File: config.mk
export PLATFORM = sky130hd
export DESIGN_NAME = fdns_fifo
export DESIGN_NICKNAME = d
export VERILOG_FILES = /design/src/sv/fdns_pkg.sv /design/src/sv/fdns_fifo.sv
export SDC_FILE = /design/constraint.sdc
export NUM_CORES = 1
export LEC_CHECK = 0
export CORE_MARGIN = 10
export CORE_UTILIZATION = 30
export CTS_CLUSTER_DIAMETER = 60
export DETAILED_ROUTE_END_ITERATION = 7
export DONT_BUFFER_PORTS = 1
export SETUP_SLACK_MARGIN = 0.1
export SYNTH_ARGS = -nofsm -noshare
export SYNTH_HDL_FRONTEND = slang
export SYNTH_SLANG_ARGS = --single-unit
File: constraint.sdc
create_clock -name clk_i -period 13.9 [get_ports clk_i]
set_input_delay 4.17 -clock clk_i [delete_from_list [all_inputs] [get_ports clk_i]]
set_output_delay 4.17 -clock clk_i [all_outputs]
set_load 0.05 [all_outputs]
File: src/sv/fdns_pkg.sv
package fdns_pkg;

  // store depth and coordinate width
  localparam int unsigned MAX_ATOMS = 4096;
  localparam int unsigned COORD_W   = 24;

  // store address and frame atom counter (counter can hold MAX_ATOMS itself)
  localparam int unsigned ADDR_W = (MAX_ATOMS > 1) ? $clog2(MAX_ATOMS) : 1;
  localparam int unsigned CNT_W  = $clog2(MAX_ATOMS + 1);

  // result fields
  localparam int unsigned PAIR_W = 20;
  localparam int unsigned SUM_W  = 48;

  // norm datapath: abs difference, square, root
  localparam int unsigned ABS_W  = COORD_W + 1;
  localparam int unsigned SQ_W   = 2 * ABS_W;
  localparam int unsigned ROOT_W = ABS_W;
  localparam int unsigned REM_W  = ROOT_W + 2;

  // queue between front and back
  localparam int unsigned FIFO_DEPTH = 4;

  // stream words
  localparam int unsigned IN_DATA_W  = ((3 * COORD_W + 7) / 8) * 8;
  localparam int unsigned OUT_DATA_W = ((PAIR_W + SUM_W + 7) / 8) * 8;

  typedef logic signed [COORD_W-1:0] coord_t;

  // one classified atom handed from front to back
  typedef struct packed {
    coord_t cur_x;
    coord_t cur_y;
    coord_t cur_z;
    coord_t prv_x;
    coord_t prv_y;
    coord_t prv_z;
    logic   do_sum;  // atom in store range and a previous frame exists
    logic   oob;     // atom beyond store depth
    logic   last;    // atom closes its frame
    logic   emit;    // frame end that produces a result
  } entry_t;

endpackage

File: src/sv/fdns_fifo.sv
module fdns_fifo
  import fdns_pkg::*;
(
  input  logic   clk_i,
  input  logic   rst_ni,
  input  logic   push_i,
  input  entry_t data_i,
  output logic   full_o,
  input  logic   pop_i,
  output entry_t data_o,
  output logic   valid_o
);

  localparam int unsigned PTR_W = (FIFO_DEPTH > 1) ? $clog2(FIFO_DEPTH) : 1;

  entry_t           mem_q [FIFO_DEPTH];
  logic [PTR_W-1:0] wr_q, rd_q;
  logic [PTR_W:0]   count_q;

  assign full_o  = count_q == (PTR_W+1)'(FIFO_DEPTH);
  assign valid_o = count_q != '0;
  assign data_o  = mem_q[rd_q];

  always_ff @(posedge clk_i) begin
    if (push_i) begin
      mem_q[wr_q] <= data_i;
    end
  end

  always_ff @(posedge clk_i or negedge rst_ni) begin
    if (!rst_ni) begin
      wr_q    <= '0;
      rd_q    <= '0;
      count_q <= '0;
    end else begin
      if (push_i) begin
        wr_q <= (wr_q == PTR_W'(FIFO_DEPTH - 1)) ? '0 : wr_q + 1'b1;
      end
      if (pop_i) begin
        rd_q <= (rd_q == PTR_W'(FIFO_DEPTH - 1)) ? '0 : rd_q + 1'b1;
      end
      if (push_i && !pop_i) begin
        count_q <= count_q + 1'b1;
      end else if (pop_i && !push_i) begin
        count_q <= count_q - 1'b1;
      end
    end
  end

  a_no_overrun : assert property (@(posedge clk_i) disable iff (!rst_ni)
    !(push_i && full_o))
    else $error("push into full queue");

  a_no_underrun : assert property (@(posedge clk_i) disable iff (!rst_ni)
    !(pop_i && !valid_o))
    else $error("pop from empty queue");

endmodule

# == Yosys cells after proc, flatten, opt, wreduce, memory -nomap -nowiden ==
# Memories as Yosys holds them, arrays and structs flattened.
# Cells that the tools add are included.
# classes
eq_ne,3
addsub,4
n_mux,6
n_reduce_logical,6
# op_table
cell,n
$mux 3,2
$add 2x1->2 const B,2
$eq 2x2->1 const B,2
$mux 2,2
$add 3x1->3 const B,1
$eq 3x3->1 const B,1
$reduce_bool 3->1,1
$sub 3x1->3 const B,1
$logic_and 1x1->1,2
$logic_not 1->1,2
$mux 1,2
$reduce_bool 2->1,1
# totals
ff_bits,7
in_bits,152
memories,1
mem_bits_rw,592
out_inout_bits,150
# mem_list
name,words,width,read_ports,rd_ports_with_merged_regs,wr,line,rtl
mem_q,4,148,1,0,1,fdns_fifo.sv:16,entry_t mem_q [FIFO_DEPTH];

# == Logic depth before layout (Yosys ltp) ==
# depth
depth_word,4
mapped_depth,7
mapped_depth_nobuf,7

# == Worst setup path before layout ==
# OpenSTA, ideal clock, no wires.
# synth_timing
path_type,input to register
from,in push_i
to,mem mem_q[2][0] (netlist name) (enable)
slack_ps,5827
stages,1
arrival_time_ps,7549
required_time_ps,13375
n_path_buf,0
path_cell_list,and2_1
# synth_via
elab_chain_cells,2
# synth_rtl
item,line,rtl
"start, declared",fdns_fifo.sv:6,"input logic push_i,"
$mux 1,fdns_fifo.sv:25,if (push_i) begin
$mux 1 (implied by the code),fdns_fifo.sv:26,mem_q[wr_q] <= data_i;
"end, declared",fdns_fifo.sv:16,
# No other way between the ends.

==> results.json <==
{
  "yosys_register_bits": 599,
  "vias_per_cell": 4.60,
  "powerDensity_nw_per_um2": 249,
  "path_clk_slew_ns": 0.06,
  "ant_nets": 0,
  "die_area_sq_um": 83700,
  "switchingPower_w": 0.00239,
  "syn_avg_cell_area_sq_um": 26.8,
  "drv_cap": 0,
  "htreeDepth": 3,
  "gp_congestion": 0.688,
  "dpl.hpwl_um": 26800,
  "tritoncts": "built",
  "ys_seq_area_share_pct": 82.5,
  "cp.arrival_ns": 3.80,
  "setup_tns_ns": 0,
  "overflow": 0,
  "cts_buffer_depth": 3,
  "antenna_found_initial": 3,
  "combPwrFrac_pct": 33.5,
  "final_max_slew_viol_count": 0,
  "grtUsageTotal_pct": 10.4,
  "cts.sinks": 599,
  "rsz0062_at_grt": "no",
  "p_int_w": 0.00382,
  "die_w_um": 289,
  "grt_pass1_vias": 9107,
  "hold_end": "count_q[2]",
  "ys.warnings.count": 0,
  "cts_setup_buffers": 0,
  "min_from": "count_q[2]",
  "required_ns": 9.73,
  "vias": 8544,
  "r2r_start": "wr_q[0]",
  "grt_max_degree": 112,
  "period_needed_ns": 7.97,
  "cp_max_fo": 64,
  "cts-resized-gates": 0,
  "fp.dieH_um": 289,
  "coreArea_sq_um": 71700,
  "io_pins": 302,
  "netlist_area_sq_um": 21800,
  "utilization_pct": 34.8,
  "power.share.sequential_pct": 39.2,
  "cp-end-kind": "output port",
  "path_class": "reg -> out",
  "start_util_pct": 30.3,
  "drive_gt1_share_pct": 28.7,
  "leakage_nw": 7.67,
  "nets": 1016,
  "dr.pass1.iters": 4,
  "final_cell_mix": "592 x edfxtp_1, 148 x mux4_2, 69 x clkbuf_16",
  "worst_pin_slew_ns": 1.04,
  "r2r_end": "mem_q[2][17]",
  "worst-r2r-cell-count": 4,
  "worst_hold_path.num_cells": 1,
  "area_growth_pct": 14.7,
  "ys_types": 19,
  "hold_buffers": 0,
  "synthCells": 811,
  "io_buffers": 0,
  "finalPower_w": 0.00621,
  "finClkSkew_ns": 0.0158,
  "rows": 98,
  "wl_per_cell_um": 23.9,
  "crit_path_start_kind": "register",
  "final_common_cell": "edfxtp_1",
  "grt_pass1_wl_um": 63700,
  "routed_wirelength_um": 44300,
  "root_buffer": "clkbuf_16",
  "numCtsBuffers": 67,
  "rrSetupSlack_ns": 11.24,
  "max_freq_ghz": 0.126,
  "p_sw_share_pct": 38.4,
  "slew_headroom_pct": 30.4,
  "vdd_ir_drop_max_uv": 162,
  "drc": 0,
  "finalCritPeriodShare_pct": 57.3,
  "status": "complete, no violations",
  "hold_viol": 0,
  "n_antenna_cell": 0,
  "clk_latency_ns": 0.59,
  "hold_path.class": "reg -> reg",
  "finalSetupViolCount": 0,
  "pwr-share-clk_pct": 27.3,
  "syn_nets": 970,
  "drt_iter0_markers": 505
}
[worst max path at each step]
stage / cells past startpoint / start / end
6_report: 3 / rd_q[1] / data_o[119]
5_1_grt: 3 / rd_q[1] / data_o[94]
4_1_cts: 3 / rd_q[1] / data_o[94]
3_5_place_dp: 3 / rd_q[1] / data_o[94]
3_3_place_gp: 3 / rd_q[1] / data_o[95]
2_1_floorplan: 1 / push_i / mem_q[2][0]
[layer usage]
layer,vias to the layer above,global-route usage [%],share of wire [%]
li1,3612,-,-
met1,4570,11.6,36
met2,275,16.1,48
met3,81,6.53,14
met4,6,3.68,2.5
met5,-,0,0.11
[metrics by stage]
step	area, sq um	setup slack (ns)	cells	hold slack (ns)
floorplan	21800	5.83	811	0.449
global placement	22800	6.53	1738	0.465
detailed placement	22800	6.49	1738	0.473
CTS	25000	5.82	1856	0.487
global route	25000	5.74	1856	0.531
finish	25000	5.93	1856	0.492
[flip-flops by register name, summed over array words and instances, names as in the netlist]
name	flops
wr_q	2
count_q	3
rd_q	2
mem_q	592
[cell families (layout without fill, tap and decap cells)]
family	Yosys count	after routing	synth area share [%]
fa+ha+maj	7	7	0.437
buf+inv	38	133	1.17
compound gates	2	2	0.0460
xor+xnor	3	3	0.121
flops	599	599	82.5
simple gates	11	11	0.264
mux	151	151	15.5
[cell type report]
class,count,area [sq um]
fillers,6563,46800
flip-flops and latches,599,18000
multi-input cells,174,3570
clock buffers,82,1780
well taps,950,1190
clock inverters,36,349
repair buffers,11,95.1
inverters,4,15.0
[power groups by stage]
| stage | logic (W) | clock network (W) | registers (W) |
|---|---|---|---|
| after floorplan | 0.00188 | 0 | 0.00243 |
| after global placement | 0.00212 | 0 | 0.00247 |
| after detailed placement | 0.00213 | 0 | 0.00248 |
| after CTS | 0.00214 | 0.00175 | 0.00244 |
| after global routing | 0.00217 | 0.00182 | 0.00247 |
| final | 0.00208 | 0.00169 | 0.00244 |
[Yosys cell counts]
library cell    n  share of area (%)
edfxtp_1      592                 82
mux4_2        148                 15
buf_2          17               0.39
buf_6          11               0.57
dfrtp_1         7               0.80
ha_1            6               0.34
and2_1          4               0.11
clkbuf_1        4              0.069
inv_1           4              0.069
mux2_2          3               0.16
nor2_1          3              0.052
buf_4           2              0.069
nand2_1         2              0.035
o21ai_0         2              0.046
xor2_1          2              0.081
fa_1            1              0.092
nor3b_1         1              0.035
or3_1           1              0.029
xnor2_1         1              0.040
[worst max-delay path: stages, from the launching register on]
cell and delay, ns:
dfrtp_4 0.82, buf_4 0.84, buf_4 0.75, mux4_2 0.59
Note: power is estimated with default switching activity, not from simulation.
