## src/sv/fdns_pkg.sv

```systemverilog
package fdns_pkg;

  // store depth and coordinate width
  localparam int unsigned MAX_ATOMS = 4096;
  localparam int unsigned COORD_W   = 24;

  // store address and frame atom counter (counter can hold MAX_ATOMS itself)
  localparam int unsigned ADDR_W = (MAX_ATOMS > 1) ? $clog2(MAX_ATOMS) : 1;
  localparam int unsigned CNT_W  = $clog2(MAX_ATOMS + 1);

  // result fields
  localparam int unsigned PAIR_W = 20;
  localparam int unsigned SUM_W  = 48;

  // norm datapath: abs difference, square, root
  localparam int unsigned ABS_W  = COORD_W + 1;
  localparam int unsigned SQ_W   = 2 * ABS_W;
  localparam int unsigned ROOT_W = ABS_W;
  localparam int unsigned REM_W  = ROOT_W + 2;

  // queue between front and back
  localparam int unsigned FIFO_DEPTH = 4;

  // stream words
  localparam int unsigned IN_DATA_W  = ((3 * COORD_W + 7) / 8) * 8;
  localparam int unsigned OUT_DATA_W = ((PAIR_W + SUM_W + 7) / 8) * 8;

  typedef logic signed [COORD_W-1:0] coord_t;

  // one classified atom handed from front to back
  typedef struct packed {
    coord_t cur_x;
    coord_t cur_y;
    coord_t cur_z;
    coord_t prv_x;
    coord_t prv_y;
    coord_t prv_z;
    logic   do_sum;  // atom in store range and a previous frame exists
    logic   oob;     // atom beyond store depth
    logic   last;    // atom closes its frame
    logic   emit;    // frame end that produces a result
  } entry_t;

endpackage

```

## src/sv/fdns_back.sv

```systemverilog
module fdns_back
  import fdns_pkg::*;
(
  input  logic              clk_i,
  input  logic              rst_ni,
  input  logic              fifo_valid_i,
  input  entry_t            fifo_data_i,
  output logic              pop_o,
  output logic              out_valid_o,
  input  logic              out_ready_i,
  output logic [PAIR_W-1:0] out_pair_o,
  output logic [SUM_W-1:0]  out_sum_o,
  output logic              out_ovf_o
);

  typedef enum logic [2:0] {
    ST_IDLE,
    ST_SQ,
    ST_ROOT,
    ST_ACC,
    ST_FIN
  } state_e;

  localparam int unsigned RCNT_W   = $clog2(ROOT_W);
  localparam logic [1:0]  SEL_LAST = 2'd3;

  state_e              state_q;
  entry_t              ent_q;
  logic [1:0]          sel_q;
  logic [SQ_W-1:0]     sq_q, acc_q, rad_q;
  logic [REM_W-1:0]    rem_q;
  logic [ROOT_W-1:0]   root_q;
  logic [RCNT_W-1:0]   bit_cnt_q;
  logic [SUM_W-1:0]    sum_q;
  logic                ovf_q;
  logic [PAIR_W-1:0]   pair_q;
  logic                out_valid_q;
  logic [PAIR_W-1:0]   out_pair_q;
  logic [SUM_W-1:0]    out_sum_q;
  logic                out_ovf_q;

  coord_t              cur_sel, prv_sel;
  logic signed [ABS_W-1:0] dif;
  logic [ABS_W-1:0]    abs_v;
  logic [SQ_W-1:0]     sq_d;
  logic [REM_W-1:0]    rem_sh, trial, rem_d;
  logic                ge;
  logic [SUM_W:0]      sum_ext;
  logic                ovf_eff;
  logic                out_free;
  logic                out_load;

  // one axis a cycle through a single multiplier
  always_comb begin
    unique case (sel_q)
      2'd0: begin
        cur_sel = ent_q.cur_x;
        prv_sel = ent_q.prv_x;
      end
      2'd1: begin
        cur_sel = ent_q.cur_y;
        prv_sel = ent_q.prv_y;
      end
      default: begin
        cur_sel = ent_q.cur_z;
        prv_sel = ent_q.prv_z;
      end
    endcase
    dif   = ABS_W'(cur_sel) - ABS_W'(prv_sel);
    abs_v = dif[ABS_W-1] ? ABS_W'(-dif) : ABS_W'(dif);
    sq_d  = SQ_W'(abs_v) * SQ_W'(abs_v);
  end

  // restoring square root, one result bit a cycle
  always_comb begin
    rem_sh = {rem_q[REM_W-3:0], rad_q[SQ_W-1 -: 2]};
    trial  = {root_q, 2'b01};
    ge     = rem_sh >= trial;
    rem_d  = ge ? rem_sh - trial : rem_sh;
  end

  assign sum_ext  = {1'b0, sum_q} + (SUM_W+1)'(root_q);
  assign ovf_eff  = ovf_q || ent_q.oob;
  assign out_free = !out_valid_q || out_ready_i;
  assign out_load = (state_q == ST_FIN) && ent_q.last && ent_q.emit && out_free;
  assign pop_o    = (state_q == ST_IDLE) && fifo_valid_i;

  always_ff @(posedge clk_i or negedge rst_ni) begin
    if (!rst_ni) begin
      state_q     <= ST_IDLE;
      ent_q       <= '0;
      sel_q       <= '0;
      sq_q        <= '0;
      acc_q       <= '0;
      rad_q       <= '0;
      rem_q       <= '0;
      root_q      <= '0;
      bit_cnt_q   <= '0;
      sum_q       <= '0;
      ovf_q       <= 1'b0;
      pair_q      <= '0;
      out_valid_q <= 1'b0;
      out_pair_q  <= '0;
      out_sum_q   <= '0;
      out_ovf_q   <= 1'b0;
    end else begin
      if (out_load) begin
        out_valid_q <= 1'b1;
      end else if (out_valid_q && out_ready_i) begin
        out_valid_q <= 1'b0;
      end
      unique case (state_q)
        ST_IDLE: begin
          if (fifo_valid_i) begin
            ent_q <= fifo_data_i;
            sel_q <= '0;
            acc_q <= '0;
            state_q <= fifo_data_i.do_sum ? ST_SQ : ST_FIN;
          end
        end
        ST_SQ: begin
          if (sel_q != SEL_LAST) begin
            sq_q <= sq_d;
          end
          if (sel_q != 2'd0) begin
            acc_q <= acc_q + sq_q;
          end
          sel_q <= sel_q + 1'b1;
          if (sel_q == SEL_LAST) begin
            rad_q     <= acc_q + sq_q;
            rem_q     <= '0;
            root_q    <= '0;
            bit_cnt_q <= RCNT_W'(ROOT_W - 1);
            state_q   <= ST_ROOT;
          end
        end
        ST_ROOT: begin
          rem_q  <= rem_d;
          root_q <= {root_q[ROOT_W-2:0], ge};
          rad_q  <= {rad_q[SQ_W-3:0], 2'b00};
          if (bit_cnt_q == '0) begin
            state_q <= ST_ACC;
          end else begin
            bit_cnt_q <= bit_cnt_q - 1'b1;
          end
        end
        ST_ACC: begin
          if (sum_ext[SUM_W]) begin
            sum_q <= '1;
            ovf_q <= 1'b1;
          end else begin
            sum_q <= sum_ext[SUM_W-1:0];
          end
          state_q <= ST_FIN;
        end
        ST_FIN: begin
          if (!ent_q.last) begin
            ovf_q   <= ovf_eff;
            state_q <= ST_IDLE;
          end else if (!ent_q.emit || out_free) begin
            if (ent_q.emit) begin
              out_pair_q  <= pair_q;
              out_sum_q   <= sum_q;
              out_ovf_q   <= ovf_eff;
              pair_q      <= pair_q + 1'b1;
            end
            sum_q   <= '0;
            ovf_q   <= 1'b0;
            state_q <= ST_IDLE;
          end
        end
        default: begin
          state_q <= ST_IDLE;
        end
      endcase
    end
  end

  assign out_valid_o = out_valid_q;
  assign out_pair_o  = out_pair_q;
  assign out_sum_o   = out_sum_q;
  assign out_ovf_o   = out_ovf_q;

  a_root_only_summed : assert property (@(posedge clk_i) disable iff (!rst_ni)
    (state_q == ST_ROOT || state_q == ST_ACC) |-> ent_q.do_sum)
    else $error("norm computed for an atom that is not summed");

endmodule

```

## config.mk

```make
export PLATFORM = sky130hd
export DESIGN_NAME = fdns_back
export DESIGN_NICKNAME = d
export VERILOG_FILES = /design/src/sv/fdns_pkg.sv /design/src/sv/fdns_back.sv
export SDC_FILE = /design/constraint.sdc
export NUM_CORES = 2
export LEC_CHECK = 0
export ABC_AREA = 1
export BUFFER_PORTS_ARGS = -buffer_cell sky130_fd_sc_hd__buf_2
export CAP_MARGIN = 10
export CORE_MARGIN = 1.5
export CORE_UTILIZATION = 30
export CTS_CLUSTER_SIZE = 10
export DETAILED_ROUTE_END_ITERATION = 10
export REMOVE_ABC_BUFFERS = 1
export SLEW_MARGIN = 5
export SYNTH_ARGS = -nofsm -noshare
export SYNTH_HDL_FRONTEND = slang
export SYNTH_SLANG_ARGS = --single-unit
```

## constraint.sdc

```tcl
create_clock -name clk_i -period 9.9 [get_ports clk_i]
set_input_delay 2.475 -clock clk_i [delete_from_list [all_inputs] [get_ports clk_i]]
set_output_delay 2.475 -clock clk_i [all_outputs]
set_load 0.01 [all_outputs]
```

# Word-level counts from Yosys, hierarchy flattened
# Cells that the tools add are included.
# classes
n_eq_ne	16
mul	1
n_reduce_logical	28
add_sub_neg	8
n_lt_le_gt_ge	1
n_mux	35
bitwise_logic	0
div_mod_pow	0
shifts	0
# ops
op	count
$pmux 50 s2	2
$mux 50	3
$mux 48	3
$mux 25	4
$pmux 25 s2	2
$pmux 24 s2	2
$pmux 48 s2	1
$add 50x50->50	1
$mul 25x25->50	1
$add 48x25->49	1
$ge 27x27->1	1
$neg 25->25	1
$sub 24x24->25	1
$sub 25x25->25	1
$add 20x1->20 const B	1
$mux 3	6
$ne 2x2->1 const B	8
$pmux 3 s5	1
$reduce_and 3->1	4
$mux 5	2
$pmux 5 s2	1
$reduce_bool 2->1	5
$reduce_and 2->1	4
$reduce_and 4->1	2
other kinds (19)	31
# word_totals
rom_bits	0
in_bits	152
ramBits	0
register_bits	496
wordCells	113
output_inout_bits	71
memories	0
latchBits	0

# Longest topological paths before layout
# logic_depth
ltp_word	6
ltp_mapped	57
depth_no_buf	55

# Worst setup path after synthesis
# OpenSTA, ideal clock, no wires.
# synth_path
path_kind	register to register
startpoint	register sel_q[0]
endpoint	register sq_q[45]
t_required_ps	9782
path_buffers	4
setup_time_ps	118
path_slack_ps	463
stages_incl_launch_ff	53
arrival_time_ps	9319
cell_sequence	dfrtp_1 -> inv_1 -> ha_1 -> clkbuf_1 -> nor2_1 -> clkbuf_1 -> buf_1 -> a21oi_1 -> ha_1 -> inv_2 -> fa_1 -> inv_1 -> ha_1 -> inv_1 -> nor2_1 -> nand3_1 -> nor2_1 -> nand2_1 -> [17 not listed] -> inv_1 -> fa_1 -> inv_1 -> fa_1 -> ha_1 -> a21oi_1 -> o21ai_0 -> a21oi_1 -> nand2_1 -> a21oi_1 -> o21ai_0 -> nand2_1 -> nand2_1 -> nand2_1 -> nand2_1 -> or2_2 -> nand3_1 -> nand2_1
# synth_between
elab_chain_cells	6
word_cells_on_any_way	10
cone_classes	add/sub (2); mul (1); eq/ne (2); mux (3); reduce/logical (2)
# synth_lines
item	line_no	rtl
start, declared	fdns_back.sv:29	logic [1:0] sel_q;
start signal, assigned	fdns_back.sv:128	sel_q <= sel_q + 1'b1;
$eq 2x1->1 / $logic_not 2->1 (equally long branches)	fdns_back.sv:55	unique case (sel_q)
$pmux 24 s2	fdns_back.sv:55	
$sub 24x24->25	fdns_back.sv:69	dif = ABS_W'(cur_sel) - ABS_W'(prv_sel);
$neg 25->25	fdns_back.sv:70	abs_v = dif[ABS_W-1] ? ABS_W'(-dif) : ABS_W'(dif);
$mux 25	fdns_back.sv:70	
$mul 25x25->50	fdns_back.sv:71	sq_d = SQ_W'(abs_v) * SQ_W'(abs_v);
end signal, assigned	fdns_back.sv:123	sq_q <= sq_d;
end, declared	fdns_back.sv:30	logic [SQ_W-1:0] sq_q, acc_q, rad_q;
# Several ways; a longest one is shown, not always the timed one.
# A chain may end at the register's enable or synchronous reset.

# Final worst setup path
# layout_path
startpoint	register sel_q[0]
endpoint	register sq_q[46]
# Same word-level chain as after synthesis.

==> impl_metrics.env <==
export IMPL_cp_required_ns=10.41
export IMPL_crit_top_cell="nand2_1"
export IMPL_startpoint_type="flip-flop"
export IMPL_slowest_stage="fa_1"
export IMPL_drt_iter0_drc=2574
export IMPL_yosysTopAreaCell="dfrtp_1"
export IMPL_synth_area_mm2=0.0465
export IMPL_grt_pass1_wl_um=221000
export IMPL_nNetsFinal=7164
export IMPL_viasPerCell=4.78
export IMPL_synthToLayoutAreaGrowth_pct=15.8
export IMPL_status="finished clean"
export IMPL_finalCritPeriodShare_pct=95.9
export IMPL_portBuffers=222
export IMPL_grt_usage_pct=17.5
export IMPL_pin_count=223
export IMPL_crit_path_max_incr_delay_ns=0.60
export IMPL_drv_cap=0
export IMPL_initial_core_util_pct=30.2
export IMPL_cts_tree="yes"
export IMPL_synth_edff_count=0
export IMPL_dr_pass1_iters=5
export IMPL_clk_latency_ns=0.68
export IMPL_worstSetupPathType="reg -> reg"
export IMPL_relSlewSlack_pct=33.9
export IMPL_cts_hold_buf=0
export IMPL_core_area_mm2=0.154
export IMPL_die_w_um=397
export IMPL_synth_seq_area_share_pct=26.6
export IMPL_routed_wl_um=138000
export IMPL_cp_data_arrival_time_ns=10.00
export IMPL_ant_nets=0
export IMPL_drc=0
export IMPL_fin_crit_ns=9.49
export IMPL_num_rows=144
export IMPL_cts_buffers=60
export IMPL_yosysUniqueCellTypes=67
export IMPL_avgRoutedWirePerCell_um=16.6
export IMPL_synth_warnings=0
export IMPL_skew_ns=0.0471
export IMPL_synth_area_leaders="dfrtp_1 (27%), fa_1 (20%), nand2_1 (13%)"
export IMPL_synth_top_area_share_pct=26.6
export IMPL_cts_sinks=495
export IMPL_slew_viol_final=0
export IMPL_postSynthCellCount=5892
export IMPL_syn_avg_cell_area_um2=7.90
export IMPL_tightestPinTransition_ns=0.992
export IMPL_grt_max_degree=151
export IMPL_end_kind="flip-flop"
export IMPL_drive_gt1_share_pct=12.7
export IMPL_die_y_um=397
export IMPL_ys_ff_latch=495
export IMPL_clock_path_buffers=3
export IMPL_finalSetupViolations=0
export IMPL_grt_pass1_vias=40700
export IMPL_root_buffer="clkbuf_16"
export IMPL_ys_flop_type="dfrtp_1"
export IMPL_overflow=0
export IMPL_antenna_found_initial=4
export IMPL_fmax_mhz=105
export IMPL_dpl_hpwl_um=109000
export IMPL_dieArea_mm2=0.157
export IMPL_finalSetupTns_ns=0
export IMPL_hold_path_class="reg -> reg"
export IMPL_rsz0062_at_grt="yes"
export IMPL_async_flop_share_pct=100
export IMPL_path_clk_slew_ns=0.05
export IMPL_crit_fanout=28
export IMPL_vias=39700
export IMPL_hold_viol=0
export IMPL_place_congestion=0.931
export IMPL_cts_htree_levels=2
## through the flow
step	setup slack, ns	hold WS [ns]	instances	utilization, %	instance area, µm²
6_report	0.409	0.471	8302	35.0	53900
5_1_grt	-0.0923	0.489	8299	35.0	53900
4_1_cts	0.00482	0.477	8275	34.4	53000
3_5_place_dp	-0.0912	0.462	8189	33.2	51100
3_3_place_gp	0.0300	0.460	8189	33.2	51100
2_1_floorplan	-1.38	0.448	5738	-	45800
## area by class of cell
| cell class | count | area (µm²) |
|---|---|---|
| flip-flops and latches | 495 | 12400 |
| diodes | 3 | 7.51 |
| repair buffers | 431 | 2940 |
| fillers | 16200 | 100000 |
| inverters | 1050 | 3960 |
| well taps | 2044 | 2560 |
| clock inverters | 10 | 169 |
| multi-input cells | 4193 | 30200 |
| clock buffers | 76 | 1660 |
## state kept, by name, summed over array words and instances (netlist names)
| name | flops |
|---|---|
| acc_q | 50 |
| bit_cnt_q | 5 |
| ent_q | 147 |
| out_ovf_o | 1 |
| out_pair_o | 20 |
| out_sum_o | 48 |
| out_valid_o | 1 |
| ovf_q | 1 |
| pair_q | 20 |
| rad_q | 50 |
| rem_q | 25 |
| root_q | 25 |
| sel_q | 2 |
| sq_q | 49 |
| state_q | 3 |
| sum_q | 48 |
## layout by cell type (no fill, tap or decap), types with 20 or more instances in the layout
cell / n
a31oi_1: 26
or2_2: 27
o21ai_1: 21
ha_1: 284
a21oi_1: 236
nand3b_1: 36
nor2_4: 24
ha_4: 20
xor2_1: 75
clkbuf_16: 63
inv_2: 48
inv_1: 993
nor2_2: 50
nor2_1: 375
nand2_1: 1553
a22oi_1: 23
a22o_1: 26
buf_2: 221
nand4_1: 53
o21ai_0: 288
nand3_1: 203
o211ai_1: 42
nand2_2: 31
nor3_1: 52
o22ai_1: 35
buf_4: 187
xnor2_1: 37
fa_1: 469
a21oi_2: 24
o21bai_1: 23
dfrtp_1: 495
## cell usage after synthesis, types with 8 or more instances
cell         n
a22o_1      26
a21oi_1    260
o221ai_1    16
nor3_1      54
buf_2       35
nand4_1     53
nand2_2     14
nor2_2      22
nand2_1   1575
inv_1     1000
xor2_1      75
nor2_1     411
a21o_1      14
inv_2       42
dfrtp_1    495
o21ai_1     14
nand3_1    209
o21bai_1    23
fa_1       471
a31oi_1     27
o21ai_0    300
o211ai_1    42
o21a_1      13
nor2_4      16
buf_1        8
ha_1       310
clkbuf_1   117
o22ai_1     35
a22oi_1     25
or2_2       27
nand3b_1    36
xnor2_1     37
o31ai_1      8
a21boi_0     9
## routing by layer
layer / share of wire, % / track usage (%)
met5: 0.017 / 0
met2: 46 / 28.6
met1: 46 / 24.1
met3: 6.1 / 2.55
met4: 2.7 / 4.55
## kinds of logic (layout without fill, tap and decap cells)
group	count (synthesis)	after routing	synth area share (%)
flip-flops	495	495	26.6
AO/OA/AOI/OAI	831	831	10.3
adder cells (fa/ha/maj)	781	781	28.6
XOR/XNOR	118	118	2.39
AND/OR/NAND/NOR	2445	2445	21.9
other	2	21	0.0161
buffers and inverters	1220	1567	10.1
## critical path: cells and delay by family (launching register included)
| family | cells | cell delay (ns) |
|---|---|---|
| xor gates and xnor gates | 1 | 0.16 |
| AOI/OAI and AO/OA | 6 | 0.90 |
| adders and majority gates | 10 | 4.46 |
| DFF | 1 | 0.38 |
| and+or+nand+nor | 19 | 2.36 |
| buffers and inverters | 10 | 1.06 |
## what timing repair did
item                       CTS  global route
resized for setup            1           164
buffers inserted             0            22
pin swaps                    0            39
setup endpoints to repair    1            32
gates cloned                 0             2
## path summary, 6_finish.rpt
kind / start / to / slack (ns) / cells past startpoint
hold reg to reg: out_pair_o[18] / out_pair_o[18] / 0.47 / 2
setup / recovery: sel_q[0] / sq_q[46] / 0.41 / 46
min in group asynchronous: rst_ni / sum_q[19] / 1.86 / 1
max in group asynchronous: rst_ni / ent_q[123] / 6.47 / 2
hold / removal: out_pair_o[18] / out_pair_o[18] / 0.47 / 2
setup reg to reg: sel_q[0] / sq_q[46] / 0.41 / 46
Power is left out: the tool's default activity adds up to more than one toggle a clock period on the data nets, which glitch-free logic cannot reach.
